File: src/sv/sor_pkg.sv
// Shared types, widths and constants of the spike outlier removal block.
package sor_pkg;

    localparam int VAL_W      = 32;
    localparam int TIME_W     = 32;
    localparam int FACTOR_W   = 16;
    localparam int PROD_W     = VAL_W + FACTOR_W;
    localparam int JUMP_SHIFT = 8;
    localparam int SEEN_W     = 3;
    localparam int MAX_PUSH   = 3;
    localparam int PUSH_W     = 2;
    localparam int OUTQ_AW_DEF = 2;

    localparam int CFG_ADDR_W = 3;
    localparam int CFG_DATA_W = 32;
    localparam int REG_IDX_W  = 1;

    localparam logic [REG_IDX_W-1:0] REG_SPIKE_FACTOR = 1'b0;
    localparam logic [FACTOR_W-1:0]  FACTOR_RESET     = 16'd25600;

    localparam logic [SEEN_W-1:0] SEEN_PREV    = 3'd1;
    localparam logic [SEEN_W-1:0] SEEN_RELEASE = 3'd2;
    localparam logic [SEEN_W-1:0] SEEN_FULL    = 3'd4;

    typedef struct packed {
        logic [TIME_W-1:0]       kept_time;
        logic signed [VAL_W-1:0] kept_value;
        logic                    run_last;
    } t_result;

    typedef struct packed {
        logic [PUSH_W-1:0]          cnt;
        t_result [MAX_PUSH-1:0]     item;
    } t_push;

endpackage

File: src/sv/sor_in_if.sv
// Stream interface carrying input samples.
interface sor_in_if import sor_pkg::*; ();
    logic                    valid;
    logic                    ready;
    logic [TIME_W-1:0]       sample_time;
    logic signed [VAL_W-1:0] sample_value;
    logic                    series_end;

    modport source (output valid, sample_time, sample_value, series_end, input ready);
    modport sink   (input valid, sample_time, sample_value, series_end, output ready);
endinterface

File: src/sv/sor_out_if.sv
// Stream interface carrying retained samples.
interface sor_out_if import sor_pkg::*; ();
    logic                    valid;
    logic                    ready;
    logic [TIME_W-1:0]       kept_time;
    logic signed [VAL_W-1:0] kept_value;
    logic                    run_last;

    modport source (output valid, kept_time, kept_value, run_last, input ready);
    modport sink   (input valid, kept_time, kept_value, run_last, output ready);
endinterface

File: src/sv/sor_cfg.sv
// APB register holding the spike threshold factor.
module sor_cfg import sor_pkg::*; (
    input  logic                  i_clk,
    input  logic                  i_rst_n,
    input  logic                  psel,
    input  logic                  penable,
    input  logic                  pwrite,
    input  logic [CFG_ADDR_W-1:0] paddr,
    input  logic [CFG_DATA_W-1:0] pwdata,
    output logic [CFG_DATA_W-1:0] prdata,
    output logic                  pready,
    output logic [FACTOR_W-1:0]   o_factor
);

    logic [FACTOR_W-1:0]  r_factor;
    logic [REG_IDX_W-1:0] reg_idx;
    logic                 wr_en;

    assign reg_idx = paddr[CFG_ADDR_W-1:2];
    assign wr_en   = psel && penable && pwrite && pready;
    assign pready  = 1'b1;

    always_ff @(posedge i_clk) begin
        if (!i_rst_n) begin
            r_factor <= FACTOR_RESET;
        end else if (wr_en && (reg_idx == REG_SPIKE_FACTOR)) begin
            r_factor <= pwdata[FACTOR_W-1:0];
        end
    end

    always_comb begin
        prdata = '0;
        case (reg_idx)
            REG_SPIKE_FACTOR: prdata = CFG_DATA_W'(r_factor);
            default:          prdata = '0;
        endcase
    end

    assign o_factor = r_factor;

endmodule

File: src/sv/sor_judge.sv
// Input register, sample window and spike decision; emits up to three results per beat.
module sor_judge import sor_pkg::*; (
    input  logic                i_clk,
    input  logic                i_rst_n,
    sor_in_if.sink              i_smp,
    input  logic [FACTOR_W-1:0] i_factor,
    input  logic                i_room,
    output t_push               o_push
);

    logic                    r_in_vld;
    logic [TIME_W-1:0]       r_in_time;
    logic signed [VAL_W-1:0] r_in_value;
    logic                    r_in_end;

    // Window: the two held samples plus the differences the spike test needs.
    logic signed [VAL_W-1:0] r_w2;
    logic signed [VAL_W-1:0] r_w3;
    logic [TIME_W-1:0]       r_t0;
    logic [TIME_W-1:0]       r_t1;
    logic [VAL_W-1:0]        r_left;
    logic signed [VAL_W:0]   r_d1;
    logic signed [VAL_W:0]   r_d2;
    logic [SEEN_W-1:0]       r_seen;

    logic                    go;
    logic signed [VAL_W:0]   d_new;
    logic [VAL_W-1:0]        right;
    logic [VAL_W-1:0]        outer;
    logic [VAL_W-1:0]        mag_d1;
    logic [VAL_W-1:0]        mag_d2;
    logic [VAL_W-1:0]        jump;
    logic [PROD_W-1:0]       thresh;
    logic [PROD_W-1:0]       scaled_jump;
    logic                    sign_flip;
    logic                    spike;
    logic                    keep_mid;
    t_push                   n_push;

    function automatic logic [VAL_W-1:0] mag(input logic signed [VAL_W:0] d);
        logic signed [VAL_W:0] neg;
        neg = -d;
        mag = d[VAL_W] ? neg[VAL_W-1:0] : d[VAL_W-1:0];
    endfunction

    assign go          = r_in_vld && i_room;
    assign i_smp.ready = !r_in_vld || i_room;

    always_ff @(posedge i_clk) begin
        if (!i_rst_n) begin
            r_in_vld <= 1'b0;
        end else if (i_smp.ready) begin
            r_in_vld <= i_smp.valid;
        end
    end

    always_ff @(posedge i_clk) begin
        if (i_smp.valid && i_smp.ready) begin
            r_in_time  <= i_smp.sample_time;
            r_in_value <= i_smp.sample_value;
            r_in_end   <= i_smp.series_end;
        end
    end

    assign d_new  = {r_w3[VAL_W-1], r_w3} - {r_in_value[VAL_W-1], r_in_value};
    assign right  = mag(d_new);
    assign outer  = (r_left > right) ? r_left : right;
    assign mag_d1 = mag(r_d1);
    assign mag_d2 = mag(r_d2);
    assign jump   = (mag_d1 > mag_d2) ? mag_d1 : mag_d2;
    assign thresh = PROD_W'(outer) * PROD_W'(i_factor);
    assign scaled_jump = PROD_W'({jump, JUMP_SHIFT'(0)});

    // The middle sample is a spike only if the slope reverses with nonzero steps.
    assign sign_flip = (r_d1[VAL_W] && !r_d2[VAL_W] && (r_d2 != '0)) ||
                       (r_d2[VAL_W] && !r_d1[VAL_W] && (r_d1 != '0));
    assign spike     = sign_flip && (scaled_jump > thresh);
    assign keep_mid  = (r_seen >= SEEN_RELEASE) && !((r_seen >= SEEN_FULL) && spike);

    always_comb begin
        n_push = '0;
        if (go) begin
            if (keep_mid) begin
                n_push.item[n_push.cnt] = '{kept_time: r_t0, kept_value: r_w2, run_last: 1'b0};
                n_push.cnt = n_push.cnt + PUSH_W'(1);
            end
            if (r_in_end) begin
                if (r_seen >= SEEN_PREV) begin
                    n_push.item[n_push.cnt] =
                        '{kept_time: r_t1, kept_value: r_w3, run_last: 1'b0};
                    n_push.cnt = n_push.cnt + PUSH_W'(1);
                end
                n_push.item[n_push.cnt] =
                    '{kept_time: r_in_time, kept_value: r_in_value, run_last: 1'b1};
                n_push.cnt = n_push.cnt + PUSH_W'(1);
            end
        end
    end

    assign o_push = n_push;

    always_ff @(posedge i_clk) begin
        if (!i_rst_n) begin
            r_w2   <= '0;
            r_w3   <= '0;
            r_t0   <= '0;
            r_t1   <= '0;
            r_left <= '0;
            r_d1   <= '0;
            r_d2   <= '0;
            r_seen <= '0;
        end else if (go) begin
            if (r_in_end) begin
                r_seen <= '0;
            end else begin
                r_w2   <= r_w3;
                r_w3   <= r_in_value;
                r_t0   <= r_t1;
                r_t1   <= r_in_time;
                r_left <= mag_d1;
                r_d1   <= r_d2;
                r_d2   <= d_new;
                r_seen <= (r_seen < SEEN_FULL) ? r_seen + SEEN_W'(1) : SEEN_FULL;
            end
        end
    end

`ifndef SYNTHESIS
    a_seen_sat: assert property (@(posedge i_clk) disable iff (!i_rst_n)
        r_seen <= SEEN_FULL)
        else $error("series sample count ran past saturation");

    a_end_emits: assert property (@(posedge i_clk) disable iff (!i_rst_n)
        (go && r_in_end) |-> (n_push.cnt != '0))
        else $error("series end produced no result");

    a_mid_single: assert property (@(posedge i_clk) disable iff (!i_rst_n)
        (go && !r_in_end) |-> (n_push.cnt == PUSH_W'(0) || n_push.cnt == PUSH_W'(1)))
        else $error("mid-series beat produced more than one result");
`endif

endmodule

File: src/sv/sor_outq.sv
// Result queue: takes up to three results a cycle and hands them out one a beat.
module sor_outq import sor_pkg::*; #(
    parameter int AW = OUTQ_AW_DEF
) (
    input  logic       i_clk,
    input  logic       i_rst_n,
    input  t_push      i_push,
    output logic       o_room,
    sor_out_if.source  o_kept
);

    localparam int DEPTH      = 1 << AW;
    localparam int ROOM_LIMIT = DEPTH - MAX_PUSH;

    t_result         r_mem [DEPTH];
    logic [AW-1:0]   r_wr;
    logic [AW-1:0]   r_rd;
    logic [AW:0]     r_count;
    logic            pop;
    logic [AW:0]     level;
    t_result         head;

    assign pop   = o_kept.valid && o_kept.ready;
    assign level = r_count - (AW+1)'(pop);
    // Room for a full series-end burst once this cycle's pop is counted.
    assign o_room = level <= (AW+1)'(ROOM_LIMIT);

    always_ff @(posedge i_clk) begin
        for (int k = 0; k < MAX_PUSH; k++) begin
            if (k < int'(i_push.cnt)) begin
                r_mem[r_wr + AW'(k)] <= i_push.item[k];
            end
        end
    end

    always_ff @(posedge i_clk) begin
        if (!i_rst_n) begin
            r_wr    <= '0;
            r_rd    <= '0;
            r_count <= '0;
        end else begin
            r_wr    <= r_wr + AW'(i_push.cnt);
            r_rd    <= r_rd + AW'(pop);
            r_count <= r_count + (AW+1)'(i_push.cnt) - (AW+1)'(pop);
        end
    end

    assign head              = r_mem[r_rd];
    assign o_kept.valid      = r_count != '0;
    assign o_kept.kept_time  = head.kept_time;
    assign o_kept.kept_value = head.kept_value;
    assign o_kept.run_last   = head.run_last;

`ifndef SYNTHESIS
    a_count_bound: assert property (@(posedge i_clk) disable iff (!i_rst_n)
        r_count <= (AW+1)'(DEPTH))
        else $error("result queue overflowed");

    a_push_room: assert property (@(posedge i_clk) disable iff (!i_rst_n)
        (i_push.cnt != '0) |-> o_room)
        else $error("results pushed without room in the queue");
`endif

endmodule

File: src/sv/spike_outlier_removal_top.sv
// Path: a result is written from the input register into the result queue and leaves from there;
// a sample is released by the second beat after it, or by its series-end beat if that comes sooner.
// Throughput: one sample per cycle while the result queue has room for three results; a series-end
// beat pushes up to three, and the input stalls until the queue, draining one beat a cycle while the
// receiver is ready, has room again. Reset: synchronous, active low; clears the window, the series
// count, the queue and sets the spike factor to 100.0.
module spike_outlier_removal_top import sor_pkg::*; #(
    parameter int OUTQ_AW = OUTQ_AW_DEF
) (
    input  logic                  i_clk,
    input  logic                  i_rst_n,
    sor_in_if.sink                i_smp,
    sor_out_if.source             o_kept,
    input  logic                  psel,
    input  logic                  penable,
    input  logic                  pwrite,
    input  logic [CFG_ADDR_W-1:0] paddr,
    input  logic [CFG_DATA_W-1:0] pwdata,
    output logic [CFG_DATA_W-1:0] prdata,
    output logic                  pready
);

    logic [FACTOR_W-1:0] factor;
    logic                room;
    t_push               push;

    sor_cfg u_cfg (
        .i_clk    (i_clk),
        .i_rst_n  (i_rst_n),
        .psel     (psel),
        .penable  (penable),
        .pwrite   (pwrite),
        .paddr    (paddr),
        .pwdata   (pwdata),
        .prdata   (prdata),
        .pready   (pready),
        .o_factor (factor)
    );

    sor_judge u_judge (
        .i_clk    (i_clk),
        .i_rst_n  (i_rst_n),
        .i_smp    (i_smp),
        .i_factor (factor),
        .i_room   (room),
        .o_push   (push)
    );

    sor_outq #(
        .AW (OUTQ_AW)
    ) u_outq (
        .i_clk   (i_clk),
        .i_rst_n (i_rst_n),
        .i_push  (push),
        .o_room  (room),
        .o_kept  (o_kept)
    );

endmodule

File: src/flat_wrapper.sv
// flat-port wrapper written by rule: the top's interface ports become plain ports
module spike_outlier_removal_top_flat import sor_pkg::*;
#(
    parameter int OUTQ_AW = OUTQ_AW_DEF
)
  (i_clk, i_rst_n, psel, penable, pwrite, paddr, pwdata, prdata, pready, i_smp_valid, i_smp_sample_time, i_smp_sample_value, i_smp_series_end, i_smp_ready, o_kept_valid, o_kept_kept_time, o_kept_kept_value, o_kept_run_last, o_kept_ready);
  sor_in_if i_smp_i ();
  sor_out_if o_kept_i ();
  input  logic i_clk;
  input  logic i_rst_n;
  input  logic psel;
  input  logic penable;
  input  logic pwrite;
  input  logic [CFG_ADDR_W-1:0] paddr;
  input  logic [CFG_DATA_W-1:0] pwdata;
  output logic [CFG_DATA_W-1:0] prdata;
  output logic pready;
  input wire logic [$bits(i_smp_i.valid)-1:0] i_smp_valid;
  input wire logic [$bits(i_smp_i.sample_time)-1:0] i_smp_sample_time;
  input wire logic [$bits(i_smp_i.sample_value)-1:0] i_smp_sample_value;
  input wire logic [$bits(i_smp_i.series_end)-1:0] i_smp_series_end;
  output wire logic [$bits(i_smp_i.ready)-1:0] i_smp_ready;
  output wire logic [$bits(o_kept_i.valid)-1:0] o_kept_valid;
  output wire logic [$bits(o_kept_i.kept_time)-1:0] o_kept_kept_time;
  output wire logic [$bits(o_kept_i.kept_value)-1:0] o_kept_kept_value;
  output wire logic [$bits(o_kept_i.run_last)-1:0] o_kept_run_last;
  input wire logic [$bits(o_kept_i.ready)-1:0] o_kept_ready;
  assign i_smp_i.valid = i_smp_valid;
  assign i_smp_i.sample_time = i_smp_sample_time;
  assign i_smp_i.sample_value = i_smp_sample_value;
  assign i_smp_i.series_end = i_smp_series_end;
  assign i_smp_ready = i_smp_i.ready;
  assign o_kept_valid = o_kept_i.valid;
  assign o_kept_kept_time = o_kept_i.kept_time;
  assign o_kept_kept_value = o_kept_i.kept_value;
  assign o_kept_run_last = o_kept_i.run_last;
  assign o_kept_i.ready = o_kept_ready;
  spike_outlier_removal_top #(.OUTQ_AW(OUTQ_AW)) u_core (.i_clk(i_clk), .i_rst_n(i_rst_n), .i_smp(i_smp_i), .o_kept(o_kept_i), .psel(psel), .penable(penable), .pwrite(pwrite), .paddr(paddr), .pwdata(pwdata), .prdata(prdata), .pready(pready));
endmodule
File: config.mk
export PLATFORM = sky130hd
export DESIGN_NAME = spike_outlier_removal_top_flat
export DESIGN_NICKNAME = d
export VERILOG_FILES = /design/src/sv/sor_pkg.sv /design/src/sv/sor_in_if.sv /design/src/sv/sor_out_if.sv /design/src/sv/sor_cfg.sv /design/src/sv/sor_judge.sv /design/src/sv/sor_outq.sv /design/src/sv/spike_outlier_removal_top.sv /design/src/flat_wrapper.sv
export SDC_FILE = /design/constraint.sdc
export NUM_CORES = 2
export LEC_CHECK = 0
export BUFFER_PORTS_ARGS = -buffer_cell sky130_fd_sc_hd__buf_2
export CAP_MARGIN = 5
export CORE_MARGIN = 2
export CORE_UTILIZATION = 40
export CTS_BUF_LIST = sky130_fd_sc_hd__clkbuf_4 sky130_fd_sc_hd__clkbuf_8 sky130_fd_sc_hd__clkbuf_16
export CTS_CLUSTER_SIZE = 20
export DETAILED_ROUTE_END_ITERATION = 16
export GPL_ROUTABILITY_DRIVEN = 0
export MAX_ROUTING_LAYER = met4
export REMOVE_ABC_BUFFERS = 1
export SETUP_SLACK_MARGIN = 0.2
export SLEW_MARGIN = 5
export SYNTH_ARGS = -nofsm -noshare
export SYNTH_HDL_FRONTEND = slang
export SYNTH_SLANG_ARGS = --single-unit
export TNS_END_PERCENT = 20
File: constraint.sdc
create_clock -name i_clk -period 53.9 [get_ports i_clk]
set_clock_uncertainty 0.15 [all_clocks]
set_input_delay 10.78 -clock i_clk [delete_from_list [all_inputs] [get_ports i_clk]]
set_output_delay 10.78 -clock i_clk [all_outputs]
set_load 0.1 [all_outputs]
# After elaboration in Yosys (flattened, before gate mapping)
# Memories as Yosys holds them, arrays and structs flattened. A register that Yosys moved wholly into a read port is not among the register bits.
# Cells that the tools add are included.
word_totals:
  elab_cells: 104
  input_bits: 107
  memories: 1
  out_inout_bits: 100
  ramBits: 260
  regBits: 318
op_classes:
  mul: 1
  n_addsub: 14
  n_mux: 30
  reduce_logical: 25
  bitwise: 2
  n_lt_le_gt_ge: 15
memory_table:
  columns: ["memory", "depth", "width", "read_ports", "rd_ports_with_merged_regs", "write_ports", "line_no", "text"]
  rows:
  - ["u_core.u_outq.r_mem", 4, 65, 1, 1, 3, "sor_outq.sv:15", "t_result r_mem [DEPTH];"]
ops:
  columns: ["operator", "count"]
  rows:
  - ["$mux W197", 5]
  - ["$bwmux W195", 2]
  - ["$demux W65 S2", 2]
  - ["$mux W65", 4]
  - ["$mux W32", 5]
  - ["$neg A32 Y32", 3]
  - ["$reduce_bool A33 Y1", 2]
  - ["$gt A32 B32 Y1", 2]
  - ["$gt A40 B48 Y1", 1]
  - ["$mul A32 B16 Y48", 1]
  - ["$sub A32 B32 Y33", 1]
  - ["$mux W16", 1]
  - ["$logic_and A1 B1 Y1", 15]
  - ["$mux W1", 7]
  - ["$add A2 B1 Y2 const B", 3]
  - ["$lt A2 B3 Y1 const B", 2]
  - ["$mux W3", 2]
  - ["$sub A3 B1 Y3", 2]
  - ["$ge A2 B1 Y1 const B", 2]
  - ["$logic_not A1 Y1", 4]
  - ["$lt A1 B2 Y1 const A", 2]
  - ["$mux W2", 2]
  - ["$add A3 B1 Y3 const B", 1]
  - ["$add A3 B2 Y3", 1]
  - ["13 further kinds", 15]

# Depth between registers and ports, before layout
depth:
  depth_word: 31
  mapped_depth: 79

# Hierarchy
# A second synthesis with hierarchy kept.
unflattened:
  cells_unflattened: 6351
  area_unflattened_um2: 54446.0
by_module_without_submodules:
  columns: ["mod", "n_inst", "area_per_inst_um2", "cells_each", "seq_area_each_um2"]
  rows:
  - ["sor_judge", 1, 38520.7, 4691, 6556.3]
  - ["sor_outq", 1, 15003.1, 1554, 7947.6]
  - ["sor_cfg", 1, 922.1, 106, 320.3]

# Worst setup path before layout
# No wires, ideal clock.
synth_path:
  path_kind: "input port to output port"
  startpoint: "input paddr[2]"
  endpoint: "output prdata[10]"
  t_required_ps: 42970
  path_buffers: 1
  t_arrival_ps: 12313
  setup_slack_ps: 30657
  stages: 2
  cell_sequence: "clkbuf_1 -> nor2b_1"
synth_between:
  elab_chain_cells: 1
synth_lines:
  columns: ["item", "line_no", "text"]
  rows:
  - ["from (decl)", "flat_wrapper.sv:14", "input logic [CFG_ADDR_W-1:0] paddr;"]
  - ["$mux W16", "sor_cfg.sv:33", "case (reg_idx)"]
  - ["to (decl)", "flat_wrapper.sv:16", "output logic [CFG_DATA_W-1:0] prdata;"]
# No other way between the ends.

# Worst setup path after layout
layout_path:
  startpoint: "input o_kept_ready"
  endpoint: "output i_smp_ready"
layout_between:
  elab_chain_cells: 4
layout_lines:
  columns: ["item", "line_no", "text"]
  rows:
  - ["from (decl)", "flat_wrapper.sv:27", "input wire logic [$bits(o_kept_i.ready)-1:0] o_kept_ready;"]
  - ["$logic_and A1 B1 Y1", "sor_outq.sv:23", "assign pop = o_kept.valid && o_kept.ready;"]
  - ["$sub A3 B1 Y3", "sor_outq.sv:24", "assign level = r_count - (AW+1)'(pop);"]
  - ["$le A3 B1 Y1", "sor_outq.sv:26", "assign o_room = level <= (AW+1)'(ROOM_LIMIT);"]
  - ["$logic_or A1 B1 Y1", "sor_judge.sv:47", "assign i_smp.ready = !r_in_vld || i_room;"]
  - ["to (decl)", "flat_wrapper.sv:22", "output wire logic [$bits(i_smp_i.ready)-1:0] i_smp_ready;"]
# No other way between the ends.

==> key figures <==
Worst setup path
  – CP Max Fanout: 3
  – R2r startpoint: u_core.u_judge.r_in_value[0]
  – Flop2flop setup slack: 32.55 ns
  – CP Class: input port to output pin
  – Worst EP required: 42.97 ns
  – Worst r2r path cells: 68
  – CP arrival: 12.32 ns
  – CP Launch Type: input port
  – FF-to-FF End: u_core.u_outq.r_mem[2][30]
  – Crit end category: output pin

GRT
  – Met3 Track Usage GR: 0.0358
  – GR Util met2: 0.412
  – Grt ovf: 0
  – Met1 global-route usage: 0.335
  – Largest net degree at the start of global routing: 108
  – Vias in the first global route: 47.6k
  – First-pass GRT wire length: 280000 um
  – GR peak layer: met2
  – GRT Util Overall: 0.257
  – Initial antenna violation count: 1

Layout
  – Nets: 6934
  – Area grow syn2layout: 7.75%
  – Post-Layout Inst Area: 60100 um^2
  – Share of cells above drive strength 1: 0.0961

Route
  – DR DRC count: 0
  – Antenna Nets Post-Route: 0
  – 1st-iter DRT viols: 5129
  – Pre-antenna DRT Iters: 8
  – Vias per inst: 6.12
  – DR WL/cell: 22.7 um
  – Vias: 48.9k
  – WL final: 182000 um

Clock tree
  – Skew-Pair Late Insertion Delay: 0.64 ns
  – H-tree depth: 3
  – Clock Sinks: 578
  – Clock Tree Root: clkbuf_16
  – Clock transition at path regs: 0.06 ns
  – Post-CTS setup buffers: 0
  – Total CTS buffers: 68
  – PostCTS Resize Cnt: 0
  – CTS Hold Bufs: 0
  – Clock tree buffer depth: 3
  – CTS tree: yes

Timing
  – Max-Slew Margin vs Limit: 0.156
  – Fin crit share: 0.431
  – Final Hold Viols: 0
  – Setup violators final: 0
  – RSZ-0062 raised after global routing: no
  – Pins Over Slew Limit: 0
  – Measured slew at the worst slew-check pin: 1.27 ns
  – Setup TNS: 0 ns
  – Max Clk Rate: 0.0430 GHz
  – Fin crit period: 23.25 ns

Worst hold path
  – WHS Path Cells: 2
  – Hold endpoint: u_core.u_judge.r_t0[4]
  – Hold path startpoint: u_core.u_judge.r_t0[4]
  – Hold Path Class: flip-flop to flip-flop

Floorplan
  – DIE AREA: 142000 um^2
  – Die width: 377 um
  – Starting density of the core: 0.404
  – # IOs: 207
  – Die Y: 377 um
  – Area of the core: 138000 um^2
  – Rows: 136

Place
  – Placed wire-length estimate: 117000 um
  – Port buffer count: 171
  – DP Area: 57800 um^2

Yosys
  – Register bit total from synthesis: 578
  – Largest cells by area after synthesis: edfxtp_1 (18%), fa_1 (15%), dfxtp_1 (9.1%), nand2_1 (6.7%), ha_1 (5.9%)
  – Register area share after synthesis: 0.266
  – Yosys top cell area share: 0.175
  – Cell with the most instances after synthesis: nand2_1
  – Number of synthesized flops with an enable pin: 325
  – Top_reg_cell synth: edfxtp_1
  – Netlist Area Pre-Place: 55800 um^2
  – Synth warn: 0
  – Asr flop ratio synth: 0
  – Commonest cells in the netlist: nand2_1 (999), inv_1 (591), clkbuf_1 (481)
  – Yosys top cell by area: edfxtp_1
  – Gate Count Post-Synth: 6338
  – Cell variety after synth: 100
  – Mean area per synthesized cell: 8.80 um^2

Outcome
  – Outcome: finished, final reports clean

Flow run
  – # Max-Cap Violations: 0
[worst max-delay path, cell delays in order]
cell and delay (ns):
buf_2 0.09, and2_1 0.17, ha_1 0.19, ha_1 0.19
xnor2_1 0.21, nand2_1 0.14, nand2_1 0.11, buf_2 0.43
[worst max path at each step]
| stage | to | depth (start not counted) | startpoint |
|---|---|---|---|
| 3_5_place_dp | i_smp_ready | 8 | o_kept_ready |
| 3_3_place_gp | i_smp_ready | 8 | o_kept_ready |
| 4_1_cts | i_smp_ready | 8 | o_kept_ready |
| 6_report | i_smp_ready | 8 | o_kept_ready |
| 2_1_floorplan | u_core.u_outq.r_mem[0][1] | 58 | u_core.u_judge.r_in_value[0] |
| 5_1_grt | i_smp_ready | 8 | o_kept_ready |
[stage by stage]
stage                     std cells  utilization  worst slack [ns]  hold slack (ns)
after floorplan                5794            -             28.07            0.289
after global placement         7869        0.419             30.69            0.297
after detailed placement       7869        0.419             30.66            0.304
after CTS                      7993        0.436             30.66            0.312
after global routing           7993        0.436             30.54            0.325
final                          7994        0.436             30.65            0.310
[per-layer routing]
metal | wire length (um) | up-vias
li1 | - | 22000
met1 | 75100 | 23900
met2 | 84500 | 2496
met3 | 15800 | 517
met4 | 6190 | 0
met5 | 0 | -
[layout make-up]
class	instances	area (um^2)
fillers	13400	77800
multi-input cells	4624	36800
flip-flops and latches	578	14800
well taps	1794	2240
inverters	592	2230
clock buffers	81	1840
repair buffers	281	1690
clock inverters	43	475
diodes	1	2.50
[registers in the layout, indices dropped and copies added (netlist names)]
signal,cells
u_core.u_outq.r_count,3
u_core.u_judge.r_in_time,32
u_core.u_judge.r_in_vld,1
u_core.u_judge.r_d1,33
u_core.u_judge.r_t1,32
u_core.u_judge.r_in_value,32
u_core.u_judge.r_in_end,1
u_core.u_outq.r_mem,260
u_core.u_judge.r_w3,32
u_core.u_outq.r_wr,2
u_core.u_judge.r_d2,33
u_core.u_cfg.o_factor,16
u_core.u_judge.r_w2,32
u_core.u_judge.r_seen,3
u_core.u_judge.r_t0,32
u_core.u_judge.r_left,32
u_core.u_outq.r_rd,2
[cell families (layout without fill, tap and decap cells)]
kind of cell    count (synthesis)  after routing  share of synthesized area
simple gates                 1967           1967                      0.173
compound gates               1701           1701                      0.214
buf+inv                      1151            997                     0.0801
fa+ha+maj                     684            684                      0.210
flops                         578            578                      0.266
xor+xnor                      151            151                     0.0237
mux                           104            104                     0.0333
other cells                     2             18                   0.000135
[cells in the final DEF, fill, tap and decap left out, types with 28 or more instances in the layout]
cell type,netlist,layout
a21o_1,41,41
nand4_1,46,46
o32ai_1,84,84
ha_1,262,261
mux2i_1,39,39
a31o_2,31,31
nor2b_1,56,55
o21a_1,30,30
a21oi_1,329,322
a31oi_1,29,28
and2_1,187,187
inv_1,591,591
xnor2_1,59,59
and3_1,126,125
nand2_1,999,991
nor3_1,66,64
a21boi_0,209,209
o221ai_1,71,71
buf_4,22,110
a211oi_1,174,174
nand3_1,79,78
edfxtp_1,325,325
nor2_1,166,164
fa_1,420,420
a221oi_1,29,29
o22ai_1,103,103
o211ai_1,33,33
xor2_1,92,92
a311o_1,47,47
clkbuf_16,0,69
dfxtp_1,253,251
nor3b_1,36,36
buf_2,27,170
o211a_1,48,48
mux4_2,65,65
o21ai_0,260,259
Power is left out: the tool's default activity adds up to more than one toggle a clock period on the data nets, which glitch-free logic cannot reach.
